==> src/rtl/uil_pkg.sv <==
package uil_pkg;

	localparam int unsigned GAP_RESET  = 300;
	localparam int unsigned FRAG_RESET = 300;
	localparam int unsigned MODE_RATIO = 2;
	localparam int unsigned CFG_INDEX_W = 2;

	typedef enum logic [CFG_INDEX_W-1:0] {
		REG_SEQ_LENGTH     = 2'd0,
		REG_COVERED_LENGTH = 2'd1,
		REG_MIN_GAP        = 2'd2,
		REG_MIN_FRAG       = 2'd3
	} cfg_reg_t;

	typedef struct packed {
		logic valid;
		logic last;
		logic mode_b;
		logic close;
	} uil_ctl_t;

endpackage

==> src/rtl/uil_track.sv <==
module uil_track #(
	parameter int POS_BITS = 30,
	parameter int LIM_W    = 30
) (
	input  logic                  clk,
	input  logic                  arst_n,
	input  logic                  in_valid,
	output logic                  in_ready,
	input  logic                  in_is_end,
	input  logic [POS_BITS-1:0]   in_pos,
	input  logic                  in_last,
	input  logic                  mode_b,
	input  logic [POS_BITS-1:0]   seq_length,
	input  logic [LIM_W-1:0]      min_gap,
	input  logic [LIM_W-1:0]      min_frag,
	input  logic                  down_ready,
	output uil_pkg::uil_ctl_t     ctl_s2,
	output logic [POS_BITS-1:0]   add1_s2,
	output logic [POS_BITS-1:0]   open_s2,
	output logic [POS_BITS-1:0]   end_s2
);

	logic                valid_s1;
	logic                is_end_s1;
	logic                last_s1;
	logic [POS_BITS-1:0] pos_s1;

	logic [POS_BITS-1:0] pair_start_q;
	logic [POS_BITS-1:0] open_start_q;
	logic [POS_BITS-1:0] prev_end_q;
	logic                first_seen_q;
	logic                have_open_q;

	logic                adv_s2;
	logic                fire;
	logic                span_ok;
	logic                keep;
	logic                gap_brk;
	logic                ok1;
	logic [POS_BITS-1:0] len1;
	logic [POS_BITS-1:0] add1_n;
	logic [POS_BITS-1:0] open_n;
	logic [POS_BITS-1:0] prev_n;
	logic [POS_BITS-1:0] end_n;
	logic                have_n;

	assign adv_s2   = !ctl_s2.valid || down_ready;
	assign in_ready = !valid_s1 || adv_s2;
	assign fire     = valid_s1 && adv_s2;

	always_comb begin
		span_ok = (pos_s1 > pair_start_q)
			&& (LIM_W'(pos_s1 - pair_start_q) > min_frag);
		keep    = is_end_s1 && first_seen_q && (!mode_b || span_ok);
		gap_brk = have_open_q && (pair_start_q > prev_end_q)
			&& (LIM_W'(pair_start_q - prev_end_q) > min_gap);
		len1    = prev_end_q - open_start_q;
		ok1     = (prev_end_q > open_start_q) && (mode_b || LIM_W'(len1) > min_frag);
		add1_n  = (keep && gap_brk && ok1) ? len1 : '0;

		open_n = open_start_q;
		have_n = have_open_q;
		prev_n = prev_end_q;
		if (keep) begin
			if (!have_open_q) begin
				open_n = (LIM_W'(pair_start_q) < min_gap) ? '0 : pair_start_q;
				have_n = 1'b1;
			end else if (gap_brk) begin
				open_n = pair_start_q;
			end
			prev_n = pos_s1;
		end

		// final end snaps to the sequence length
		if ((prev_n > seq_length) || (LIM_W'(seq_length - prev_n) < min_gap)) begin
			end_n = seq_length;
		end else begin
			end_n = prev_n;
		end
	end

	always_ff @(posedge clk or negedge arst_n) begin
		if (!arst_n) begin
			valid_s1 <= 1'b0;
		end else if (in_ready) begin
			valid_s1 <= in_valid;
		end
	end

	always_ff @(posedge clk) begin
		if (in_ready && in_valid) begin
			is_end_s1 <= in_is_end;
			pos_s1    <= in_pos;
			last_s1   <= in_last;
		end
	end

	always_ff @(posedge clk or negedge arst_n) begin
		if (!arst_n) begin
			pair_start_q <= '0;
			open_start_q <= '0;
			prev_end_q   <= '0;
			first_seen_q <= 1'b0;
			have_open_q  <= 1'b0;
		end else if (fire) begin
			if (last_s1) begin
				pair_start_q <= '0;
				open_start_q <= '0;
				prev_end_q   <= '0;
				first_seen_q <= 1'b0;
				have_open_q  <= 1'b0;
			end else begin
				if (!is_end_s1) begin
					pair_start_q <= pos_s1;
				end
				first_seen_q <= !is_end_s1;
				open_start_q <= open_n;
				prev_end_q   <= prev_n;
				have_open_q  <= have_n;
			end
		end
	end

	always_ff @(posedge clk or negedge arst_n) begin
		if (!arst_n) begin
			ctl_s2 <= '0;
		end else if (adv_s2) begin
			ctl_s2.valid  <= valid_s1;
			ctl_s2.last   <= last_s1;
			ctl_s2.mode_b <= mode_b;
			ctl_s2.close  <= last_s1 && have_n;
		end
	end

	always_ff @(posedge clk) begin
		if (fire) begin
			add1_s2 <= add1_n;
			open_s2 <= open_n;
			end_s2  <= end_n;
		end
	end

endmodule

==> src/rtl/uil_close.sv <==
module uil_close #(
	parameter int POS_BITS = 30,
	parameter int LIM_W    = 30
) (
	input  logic                  clk,
	input  logic                  arst_n,
	input  uil_pkg::uil_ctl_t     ctl_s2,
	input  logic [POS_BITS-1:0]   add1_s2,
	input  logic [POS_BITS-1:0]   open_s2,
	input  logic [POS_BITS-1:0]   end_s2,
	input  logic [LIM_W-1:0]      min_frag,
	output logic                  up_ready,
	input  logic                  down_ready,
	output uil_pkg::uil_ctl_t     ctl_s3,
	output logic [POS_BITS-1:0]   add1_s3,
	output logic [POS_BITS-1:0]   add2_s3
);

	logic [POS_BITS-1:0] len2;
	logic                ok2;
	logic [POS_BITS-1:0] add2_n;

	assign up_ready = !ctl_s3.valid || down_ready;

	// length of the fragment closed by the last marker
	always_comb begin
		len2   = end_s2 - open_s2;
		ok2    = ctl_s2.close && (end_s2 > open_s2)
			&& (ctl_s2.mode_b || LIM_W'(len2) > min_frag);
		add2_n = ok2 ? len2 : '0;
	end

	always_ff @(posedge clk or negedge arst_n) begin
		if (!arst_n) begin
			ctl_s3 <= '0;
		end else if (up_ready) begin
			ctl_s3 <= ctl_s2;
		end
	end

	always_ff @(posedge clk) begin
		if (up_ready && ctl_s2.valid) begin
			add1_s3 <= add1_s2;
			add2_s3 <= add2_n;
		end
	end

endmodule

==> src/rtl/uil_accum.sv <==
module uil_accum #(
	parameter int POS_BITS = 30
) (
	input  logic                  clk,
	input  logic                  arst_n,
	input  uil_pkg::uil_ctl_t     ctl_s3,
	input  logic [POS_BITS-1:0]   add1_s3,
	input  logic [POS_BITS-1:0]   add2_s3,
	output logic                  up_ready,
	output logic                  out_valid,
	input  logic                  out_ready,
	output logic [POS_BITS-1:0]   total_length
);

	localparam int SUM_W = POS_BITS + 2;

	logic [POS_BITS-1:0] total_q;
	logic [SUM_W-1:0]    sum;
	logic [POS_BITS-1:0] sat;
	logic                take;

	assign up_ready = !out_valid || out_ready || !ctl_s3.last;
	assign take     = ctl_s3.valid && up_ready;

	always_comb begin
		sum = SUM_W'(total_q) + SUM_W'(add1_s3) + SUM_W'(add2_s3);
		sat = (sum > SUM_W'({POS_BITS{1'b1}})) ? {POS_BITS{1'b1}} : sum[POS_BITS-1:0];
	end

	always_ff @(posedge clk or negedge arst_n) begin
		if (!arst_n) begin
			total_q   <= '0;
			out_valid <= 1'b0;
		end else begin
			if (take) begin
				total_q <= ctl_s3.last ? '0 : sat;
			end
			if (take && ctl_s3.last) begin
				out_valid <= 1'b1;
			end else if (out_ready) begin
				out_valid <= 1'b0;
			end
		end
	end

	always_ff @(posedge clk) begin
		if (take && ctl_s3.last) begin
			total_length <= sat;
		end
	end

endmodule

==> src/rtl/unique_interval_length_unit.sv <==
// result: a last marker passes the s1, s2 and s3 registers before its total is registered on m_axis
// throughput: one marker per cycle; a result waiting on m_axis stalls the
//   pipeline only when a second result reaches the output stage
// reset: arst_n clears the pipeline, the list state and the running sum, and
//   loads the register defaults (min_gap and min_frag 300, others 0)
module unique_interval_length_unit #(
	parameter int POS_BITS = 30
) (
	input  logic                                 clk,
	input  logic                                 arst_n,
	input  logic                                 s_axis_tvalid,
	output logic                                 s_axis_tready,
	input  logic [((POS_BITS+7)/8)*8-1:0]        s_axis_tdata,  // position
	input  logic                                 s_axis_tuser,  // is_end
	input  logic                                 s_axis_tlast,
	output logic                                 m_axis_tvalid,
	input  logic                                 m_axis_tready,
	output logic [((POS_BITS+7)/8)*8-1:0]        m_axis_tdata,  // total_length
	input  logic                                 cfg_valid,
	output logic                                 cfg_ready,
	input  logic [uil_pkg::CFG_INDEX_W-1:0]      cfg_index,
	input  logic [POS_BITS-1:0]                  cfg_data
);

	localparam int DATA_W = ((POS_BITS + 7) / 8) * 8;
	localparam int RST_W  = $clog2(((uil_pkg::GAP_RESET > uil_pkg::FRAG_RESET) ?
		uil_pkg::GAP_RESET : uil_pkg::FRAG_RESET) + 1);
	localparam int LIM_W  = (POS_BITS > RST_W) ? POS_BITS : RST_W;

	logic [POS_BITS-1:0] seq_length_q;
	logic [POS_BITS-1:0] covered_length_q;
	logic [LIM_W-1:0]    min_gap_q;
	logic [LIM_W-1:0]    min_frag_q;
	logic                mode_b;

	uil_pkg::uil_ctl_t   ctl_s2;
	uil_pkg::uil_ctl_t   ctl_s3;
	logic [POS_BITS-1:0] add1_s2;
	logic [POS_BITS-1:0] open_s2;
	logic [POS_BITS-1:0] end_s2;
	logic [POS_BITS-1:0] add1_s3;
	logic [POS_BITS-1:0] add2_s3;
	logic                ready_s3;
	logic                ready_acc;
	logic [POS_BITS-1:0] total_length;

	assign cfg_ready = 1'b1;

	always_ff @(posedge clk or negedge arst_n) begin
		if (!arst_n) begin
			seq_length_q     <= '0;
			covered_length_q <= '0;
			min_gap_q        <= LIM_W'(uil_pkg::GAP_RESET);
			min_frag_q       <= LIM_W'(uil_pkg::FRAG_RESET);
		end else if (cfg_valid) begin
			unique case (uil_pkg::cfg_reg_t'(cfg_index))
				uil_pkg::REG_SEQ_LENGTH:     seq_length_q     <= cfg_data;
				uil_pkg::REG_COVERED_LENGTH: covered_length_q <= cfg_data;
				uil_pkg::REG_MIN_GAP:        min_gap_q        <= LIM_W'(cfg_data);
				uil_pkg::REG_MIN_FRAG:       min_frag_q       <= LIM_W'(cfg_data);
				default: ;
			endcase
		end
	end

	// filter-first when the sequence is shorter than twice the covered length, or shorter than 2 when it is 0
	always_comb begin
		if (covered_length_q == '0) begin
			mode_b = {1'b0, seq_length_q} < (POS_BITS+1)'(uil_pkg::MODE_RATIO);
		end else begin
			mode_b = {1'b0, seq_length_q} <
				((POS_BITS+1)'(covered_length_q) * (POS_BITS+1)'(uil_pkg::MODE_RATIO));
		end
	end

	uil_track #(
		.POS_BITS (POS_BITS),
		.LIM_W    (LIM_W)
	) u_track (
		.clk        (clk),
		.arst_n     (arst_n),
		.in_valid   (s_axis_tvalid),
		.in_ready   (s_axis_tready),
		.in_is_end  (s_axis_tuser),
		.in_pos     (s_axis_tdata[POS_BITS-1:0]),
		.in_last    (s_axis_tlast),
		.mode_b     (mode_b),
		.seq_length (seq_length_q),
		.min_gap    (min_gap_q),
		.min_frag   (min_frag_q),
		.down_ready (ready_s3),
		.ctl_s2     (ctl_s2),
		.add1_s2    (add1_s2),
		.open_s2    (open_s2),
		.end_s2     (end_s2)
	);

	uil_close #(
		.POS_BITS (POS_BITS),
		.LIM_W    (LIM_W)
	) u_close (
		.clk        (clk),
		.arst_n     (arst_n),
		.ctl_s2     (ctl_s2),
		.add1_s2    (add1_s2),
		.open_s2    (open_s2),
		.end_s2     (end_s2),
		.min_frag   (min_frag_q),
		.up_ready   (ready_s3),
		.down_ready (ready_acc),
		.ctl_s3     (ctl_s3),
		.add1_s3    (add1_s3),
		.add2_s3    (add2_s3)
	);

	uil_accum #(
		.POS_BITS (POS_BITS)
	) u_accum (
		.clk          (clk),
		.arst_n       (arst_n),
		.ctl_s3       (ctl_s3),
		.add1_s3      (add1_s3),
		.add2_s3      (add2_s3),
		.up_ready     (ready_acc),
		.out_valid    (m_axis_tvalid),
		.out_ready    (m_axis_tready),
		.total_length (total_length)
	);

	assign m_axis_tdata = DATA_W'(total_length);

endmodule

==> config.mk <==
export PLATFORM = sky130hd
export DESIGN_NAME = unique_interval_length_unit
export DESIGN_NICKNAME = d
export VERILOG_FILES = /design/src/rtl/uil_pkg.sv /design/src/rtl/uil_track.sv /design/src/rtl/uil_close.sv /design/src/rtl/uil_accum.sv /design/src/rtl/unique_interval_length_unit.sv
export SDC_FILE = /design/constraint.sdc
export NUM_CORES = 1
export LEC_CHECK = 0
export BUFFER_PORTS_ARGS = -buffer_cell sky130_fd_sc_hd__buf_2
export CORE_MARGIN = 2
export CORE_UTILIZATION = 60
export CTS_CLUSTER_SIZE = 16
export DETAILED_ROUTE_END_ITERATION = 8
export PLACE_DENSITY_LB_ADDON = 0.3
export SLEW_MARGIN = 20
export SYNTH_ARGS = -nofsm -noshare
export SYNTH_HDL_FRONTEND = slang
export SYNTH_SLANG_ARGS = --single-unit
==> constraint.sdc <==
create_clock -name clk -period 20.5 [get_ports clk]
set_clock_uncertainty 0.1 [all_clocks]
set_input_delay 2.05 -clock clk [delete_from_list [all_inputs] [get_ports clk]]
set_output_delay 2.05 -clock clk [all_outputs]
set_load 0.01 [all_outputs]
# ---- After elaboration in Yosys (flattened, before gate mapping)
# Cells that the tools add are included.
# W data, S select, Z words.
dict set report classes {
  addsub 7
  n_lt_le_gt_ge 14
  eq_ne 4
  n_mux 18
  reduce_logical 40
}
# cell n
set op_table {}
lappend op_table {{$mux W30} 12}
lappend op_table {{$gt A30 B30 Y1} 9}
lappend op_table {{$sub A30 B30 Y30} 5}
lappend op_table {{$lt A30 B30 Y1} 2}
lappend op_table {{$add A32 B30 Y32} 1}
lappend op_table {{$gt A32 B30 Y1 const B} 1}
lappend op_table {{$add A30 B30 Y31} 1}
lappend op_table {{$lt A30 B31 Y1} 1}
lappend op_table {{$logic_not A30 Y1} 1}
lappend op_table {{$lt A30 B2 Y1 const B} 1}
lappend op_table {{$logic_and A1 B1 Y1} 16}
lappend op_table {{$reduce_and A2 Y1} 5}
lappend op_table {{$logic_or A1 B1 Y1} 9}
lappend op_table {{$logic_not A1 Y1} 7}
lappend op_table {{$mux W1} 6}
lappend op_table {{$eq A2 B2 Y1 const B} 2}
lappend op_table {{$eq A2 B1 Y1 const B} 1}
lappend op_table {{$logic_not A2 Y1} 1}
lappend op_table {{$ne A2 B2 Y1 const B} 1}
lappend op_table {{$reduce_bool A2 Y1} 1}
dict set report word_totals {
  regBits 462
  output_inout_bits 35
}

# ---- Logic depth before layout (Yosys ltp)
dict set report depth {
  depth_word 10
  mapped_depth 62
}

# ---- Cells and area by module
# Synthesis repeated with hierarchy kept, for this count alone.
dict set report unflattened {
  cells_unflattened 3183
  area_unflattened_um2 32616.3
}
# module instances cells_each area_per_inst_um2
set by_module_without_submodules {}
lappend by_module_without_submodules {uil_track 1 1929 18210.0}
lappend by_module_without_submodules {unique_interval_length_unit 1 382 5315.1}
lappend by_module_without_submodules {uil_close 1 454 4564.4}
lappend by_module_without_submodules {uil_accum 1 418 4526.8}

# ---- Worst setup path after synthesis
# Ideal clock, no wire load.
dict set report synth_path {
  kind {flip-flop to flip-flop}
  start {register u_track.pos_s1[0]}
  end {register u_track.end_s2[0] (data pin)}
  setup_time_ns 0.260
  arrival_ns 11.421
  t_required_ns 20.140
  path_slack_ns 8.718
  stages_incl_launch_ff 59
  n_path_buf 3
  period_less_slack_ns 11.782
  cell_sequence {edfxtp_1 > inv_1 > ha_1 > inv_1 > fa_1 > a21o_1 > a221oi_2 > a21oi_2 > o22ai_2 > a21oi_1 > o21a_1 > o21ai_0 > a21boi_0 > o21ai_0 > nand2b_1 > a41oi_1 > a21oi_1 > or4_1 > [23 not listed] > a21oi_1 > o21ai_0 > o22a_1 > nor2_1 > a211oi_1 > ha_1 > a21oi_1 > nor2b_1 > o21ai_0 > nand2b_1 > a21oi_1 > nor2b_1 > o21ai_0 > nand2b_1 > a221oi_1 > or3_1 > buf_4 > mux2_4}
}
dict set report synth_via {
  elab_chain_len 10
  elab_cells_between_ends 12
  cone_classes {2 x add/sub; 4 x order compare; 2 x mux; 4 x reduce/logical}
}
# item line
set synth_lines {}
lappend synth_lines {{from (decl)} uil_track.sv:26} ;# logic [POS_BITS-1:0] pos_s1;
lappend synth_lines {{from (signal assigned)} uil_track.sv:93} ;# pos_s1 <= in_pos;
lappend synth_lines {{$sub A30 B30 Y30} uil_track.sv:53} ;# && (LIM_W'(pos_s1 - pair_start_q) > min_frag);
lappend synth_lines {{$gt A30 B30 Y1} uil_track.sv:53}
lappend synth_lines {{$logic_and A1 B1 Y1} uil_track.sv:53}
lappend synth_lines {{$logic_or A1 B1 Y1} uil_track.sv:54} ;# keep = is_end_s1 && first_seen_q && (!mode_b || span_ok);
lappend synth_lines {{$logic_and A1 B1 Y1} uil_track.sv:54}
lappend synth_lines {{$mux W30 (*)} uil_track.sv:64} ;# if (keep) begin
lappend synth_lines {{$sub A30 B30 Y30} uil_track.sv:75} ;# if ((prev_n > seq_length) || (LIM_W'(seq_length - prev_n) < min_gap)) begin
lappend synth_lines {{$lt A30 B30 Y1} uil_track.sv:75}
lappend synth_lines {{$logic_or A1 B1 Y1} uil_track.sv:75}
lappend synth_lines {{$mux W30 (*)} uil_track.sv:75}
lappend synth_lines {{named net u_track.end_n[0]} uil_track.sv:44} ;# logic [POS_BITS-1:0] end_n;
lappend synth_lines {{to (signal assigned)} uil_track.sv:139} ;# end_s2 <= end_n;
lappend synth_lines {{to (decl)} uil_track.sv:20} ;# output logic [POS_BITS-1:0] end_s2
# Mark *: on every way through the listed nets, which the timed path passes. The rest lies on a longest branch.
# A chain may end at the register's enable or synchronous reset.

# ---- Worst setup path in the final report
dict set report layout_path {
  start {register u_track.pair_start_q[0]}
  end {register u_track.end_s2[0] (data pin)}
}
dict set report layout_via {
  elab_chain_len 10
  elab_cells_between_ends 12
  cone_classes {2 x add/sub; 4 x order compare; 2 x mux; 4 x reduce/logical}
}
# item line
set layout_lines {}
lappend layout_lines {{from (decl)} uil_track.sv:28} ;# logic [POS_BITS-1:0] pair_start_q;
lappend layout_lines {{from (signal assigned)} uil_track.sv:114} ;# pair_start_q <= pos_s1;
lappend layout_lines {{$sub A30 B30 Y30} uil_track.sv:53}
lappend layout_lines {{$gt A30 B30 Y1} uil_track.sv:53}
lappend layout_lines {{$logic_and A1 B1 Y1 (*)} uil_track.sv:53}
lappend layout_lines {{$logic_or A1 B1 Y1 (*)} uil_track.sv:54}
lappend layout_lines {{$logic_and A1 B1 Y1 (*)} uil_track.sv:54}
lappend layout_lines {{$mux W30 (*)} uil_track.sv:64}
lappend layout_lines {{$sub A30 B30 Y30} uil_track.sv:75}
lappend layout_lines {{$lt A30 B30 Y1} uil_track.sv:75}
lappend layout_lines {{$logic_or A1 B1 Y1} uil_track.sv:75}
lappend layout_lines {{$mux W30 (*)} uil_track.sv:75}
lappend layout_lines {{named net u_track.end_n[0]} uil_track.sv:44}
# Marks and branches as above.

==> impl_results.rst <==
.. list-table::
   :header-rows: 1

   * - Metric
     - Value
   * - Transition at the pin with the smallest max-transition slack
     - between 0.9 and 1 ns
   * - Max-slew violation total from the final report
     - 0
   * - Area delta synth->final
     - 9.563%
   * - Leakage component of the power
     - 15.71 nW
   * - Length of the first detailed-routing pass in iterations
     - 7
   * - Number of DRC markers in iteration 0
     - between 1,500 and 2,000
   * - TritonCTS clock tree
     - yes
   * - Largest fanout on the critical path
     - 38
   * - Count of maximum capacitance violations
     - 0
   * - Number of global-route vias before repair
     - 24,340
   * - Number of antenna-violating nets in the routed design
     - 0
   * - Synthesized instance count
     - approximately 3,100
   * - Depth of the worst register-to-register path
     - between 50 and 60
   * - Post-synth top area cell
     - edfxtp_1
   * - Flops & latches, synth
     - 462
   * - Final-stage net count
     - roughly 3,700
   * - Final WL
     - a little under 90,000 um
   * - Post-placement setup slack
     - between 6 and 7 ns
   * - Final setup TNS
     - 0 ns
   * - Initial cell density of the core
     - about three fifths
   * - Share of the cycle needed by the critical path after routing
     - a little under three quarters
   * - Hold buffers post-CTS
     - 0
   * - Predominant post-synthesis flop cell
     - dfrtp_1
   * - Async S/R FF share, synth
     - 54.11%
   * - Post-layout min period
     - around 15 ns
   * - Class of the worst hold path
     - flop to flop
   * - Antenna violations before repair
     - 0
   * - Arrival time worst endpoint
     - about 15 ns
   * - Overall overflow remaining after global route
     - 0
   * - Detailed-route vias per instance
     - approximately 6.2
   * - Via count
     - 24,647
   * - Cell area after synthesis
     - 31,830 sq um
   * - DIE WIDTH
     - ~230 um
   * - Setup slack after layout
     - ~5.8 ns
   * - Total I/O pin count
     - roughly 110
   * - Count of warnings emitted by yosys
     - 0
   * - First-pass GRT wire length
     - 135,800 um
   * - CP required
     - between 20 and 25 ns
   * - Final number of hold-violating endpoints
     - 0
   * - Routability congestion estimate from global placement
     - approximately 0.98
   * - TritonCTS Sinks
     - 462
   * - Die height
     - about 230 um
   * - Setup violation total in the final timing report
     - 0
   * - Avg WL per Cell
     - between 20 and 25 um
   * - Maximum number of pins on one net before global-route repair
     - between 150 and 200
   * - Worst setup slack for register-to-register paths
     - approximately 6 ns
   * - Post-CTS setup buffers
     - 0
   * - Placement row count
     - 84
   * - Slowest cell on the critical path
     - nor4_1
   * - Post-synth EDFFs
     - roughly 210
   * - Delay contributed by the slowest stage of the critical path
     - about 0.73 ns
   * - Slew margin rel.
     - 33.70%
   * - Number of buffer cells added on primary ports
     - 100
   * - Clock latency at the later pin of the worst-skew pair
     - 0.61 ns
   * - Post-CTS sizing
     - 0
   * - Result of the run
     - finished clean
   * - Biggest area contributors in the synthesized netlist
     - edfxtp_1 20%, dfrtp_1 19%, ha_1 16%
   * - Most common library cells after synthesis
     - 412 x ha_1, 301 x inv_1, 242 x dfrtp_1
   * - Antenna diode count
     - 0
   * - Hold depth
     - 0
   * - Peak Freq
     - around 0.07 GHz
   * - Most common cell on crit path
     - o21ai_0
   * - Number of H-tree levels
     - 2
   * - Power density over the cells
     - about 130 nW/um^2
   * - Clock Tree Buf Depth
     - 3
   * - Root buffer cell
     - clkbuf_16
   * - Global-route usage over all layers
     - 32.43%
   * - Setup crit end kind
     - flop
   * - Register area share after synthesis
     - 39.68%
   * - Unique masters post-synth
     - 84
   * - Mean instance size in the synthesized netlist
     - 10.13 sq um
   * - Kind of critical path
     - flop to flop
   * - Cts bufs inserted
     - 52
   * - Core footprint
     - around 53,000 sq um
   * - Post-detailed-route DRC marker count
     - 0
   * - Type of element launching the critical path
     - flop
   * - Die ar.
     - around 55,000 sq um
   * - Clock slew at reported path FFs
     - ~0.060 ns
   * - Area share of the largest cell type after synthesis
     - 20.00%
   * - Setup repair after global routing missed its margin
     - no
   * - Most frequent cell after synthesis
     - ha_1
   * - VDD IR-drop max
     - between 80 and 90 uV
   * - Share of layout cells above drive strength 1
     - between 10% and 20%
   * - Post-detailed-placement half-perimeter wirelength
     - around 69,000 um
-- where the power goes --
group | internal, W | switching [W] | total (W)
logic | 0.000962 | 0.00133 | 0.00229
clock network | 0.000536 | 0.000404 | 0.000940
registers | 0.00117 | 0.000138 | 0.00131
-- final timing paths --
check / from / end
setup / recovery: u_track.pair_start_q[0] / u_track.end_s2[0]
hold / removal: u_track.add1_s2[6] / u_close.add1_s3[6]
setup reg to reg: u_track.pair_start_q[0] / u_track.end_s2[0]
hold reg to reg: u_track.add1_s2[6] / u_close.add1_s3[6]
max in group asynchronous: arst_n / min_gap_q[23]
min in group asynchronous: arst_n / u_accum.total_q[0]
-- kinds of logic (layout without fill, tap and decap cells) --
group	after synthesis	count (layout)	share of synthesized area (%)
compound gates	890	890	18.24
xor+xnor	176	176	4.842
fa+ha+maj	419	419	16.63
buf+inv	380	525	4.559
flops	462	462	39.68
mux	151	151	5.235
other cells	2	3	0.02359
simple gates	664	664	10.78
-- metrics by stage --
stage	power [W]	hold WS, ns	util [%]	area, sq um	instances
after CTS	0.004518	0.3129	66.36	34870	3978
after global routing	0.004851	0.3223	66.37	34880	3978
after global placement	0.003475	0.3003	63.06	33140	3880
after floorplan	0.002927	0.3003	-	31840	3145
final	0.004538	0.3122	66.37	34880	3978
after detailed placement	0.003559	0.3045	63.06	33140	3880
-- cells in the final DEF, fill, tap and decap left out, types with 117 or more instances in the layout --
cell	Yosys	final
ha_1	412	412
a21oi_1	238	236
xnor2_1	126	126
mux2_2	117	117
nor2_1	120	117
edfxtp_1	212	212
o21ai_0	206	203
dfrtp_1	242	242
inv_1	301	300
nand2_1	149	148
-- final cells by class --
| class | count | area, sq um |
|---|---|---|
| fillers | 4137 | 17670 |
| repair buffers | 126 | 718.2 |
| clock inverters | 33 | 271.5 |
| flip-flops and latches | 462 | 12630 |
| multi-input cells | 2303 | 17800 |
| well taps | 688 | 860.8 |
| clock buffers | 65 | 1464 |
| inverters | 301 | 1132 |
-- worst max-delay path: cells and delay by family, from the launching register on --
family | cells | cell delay [ns]
AO/OA/AOI/OAI | 36 | 8.37
AND/OR/NAND/NOR | 11 | 2.08
adder cells (fa/ha/maj) | 5 | 1.52
buffers and inverters | 5 | 1.33
flip-flops | 1 | 0.51
multiplexers | 1 | 0.36
XOR/XNOR | 1 | 0.09
-- per-layer routing --
metal	global-route usage, %	part of all wire, %	up-vias
li1	-	-	11753
met1	44.21	44	11901
met2	53.91	46	814
met3	3.441	6.2	179
met4	11.30	3.5	0
met5	0	0	-
No activity file was read; power rests on OpenSTA's default activity.
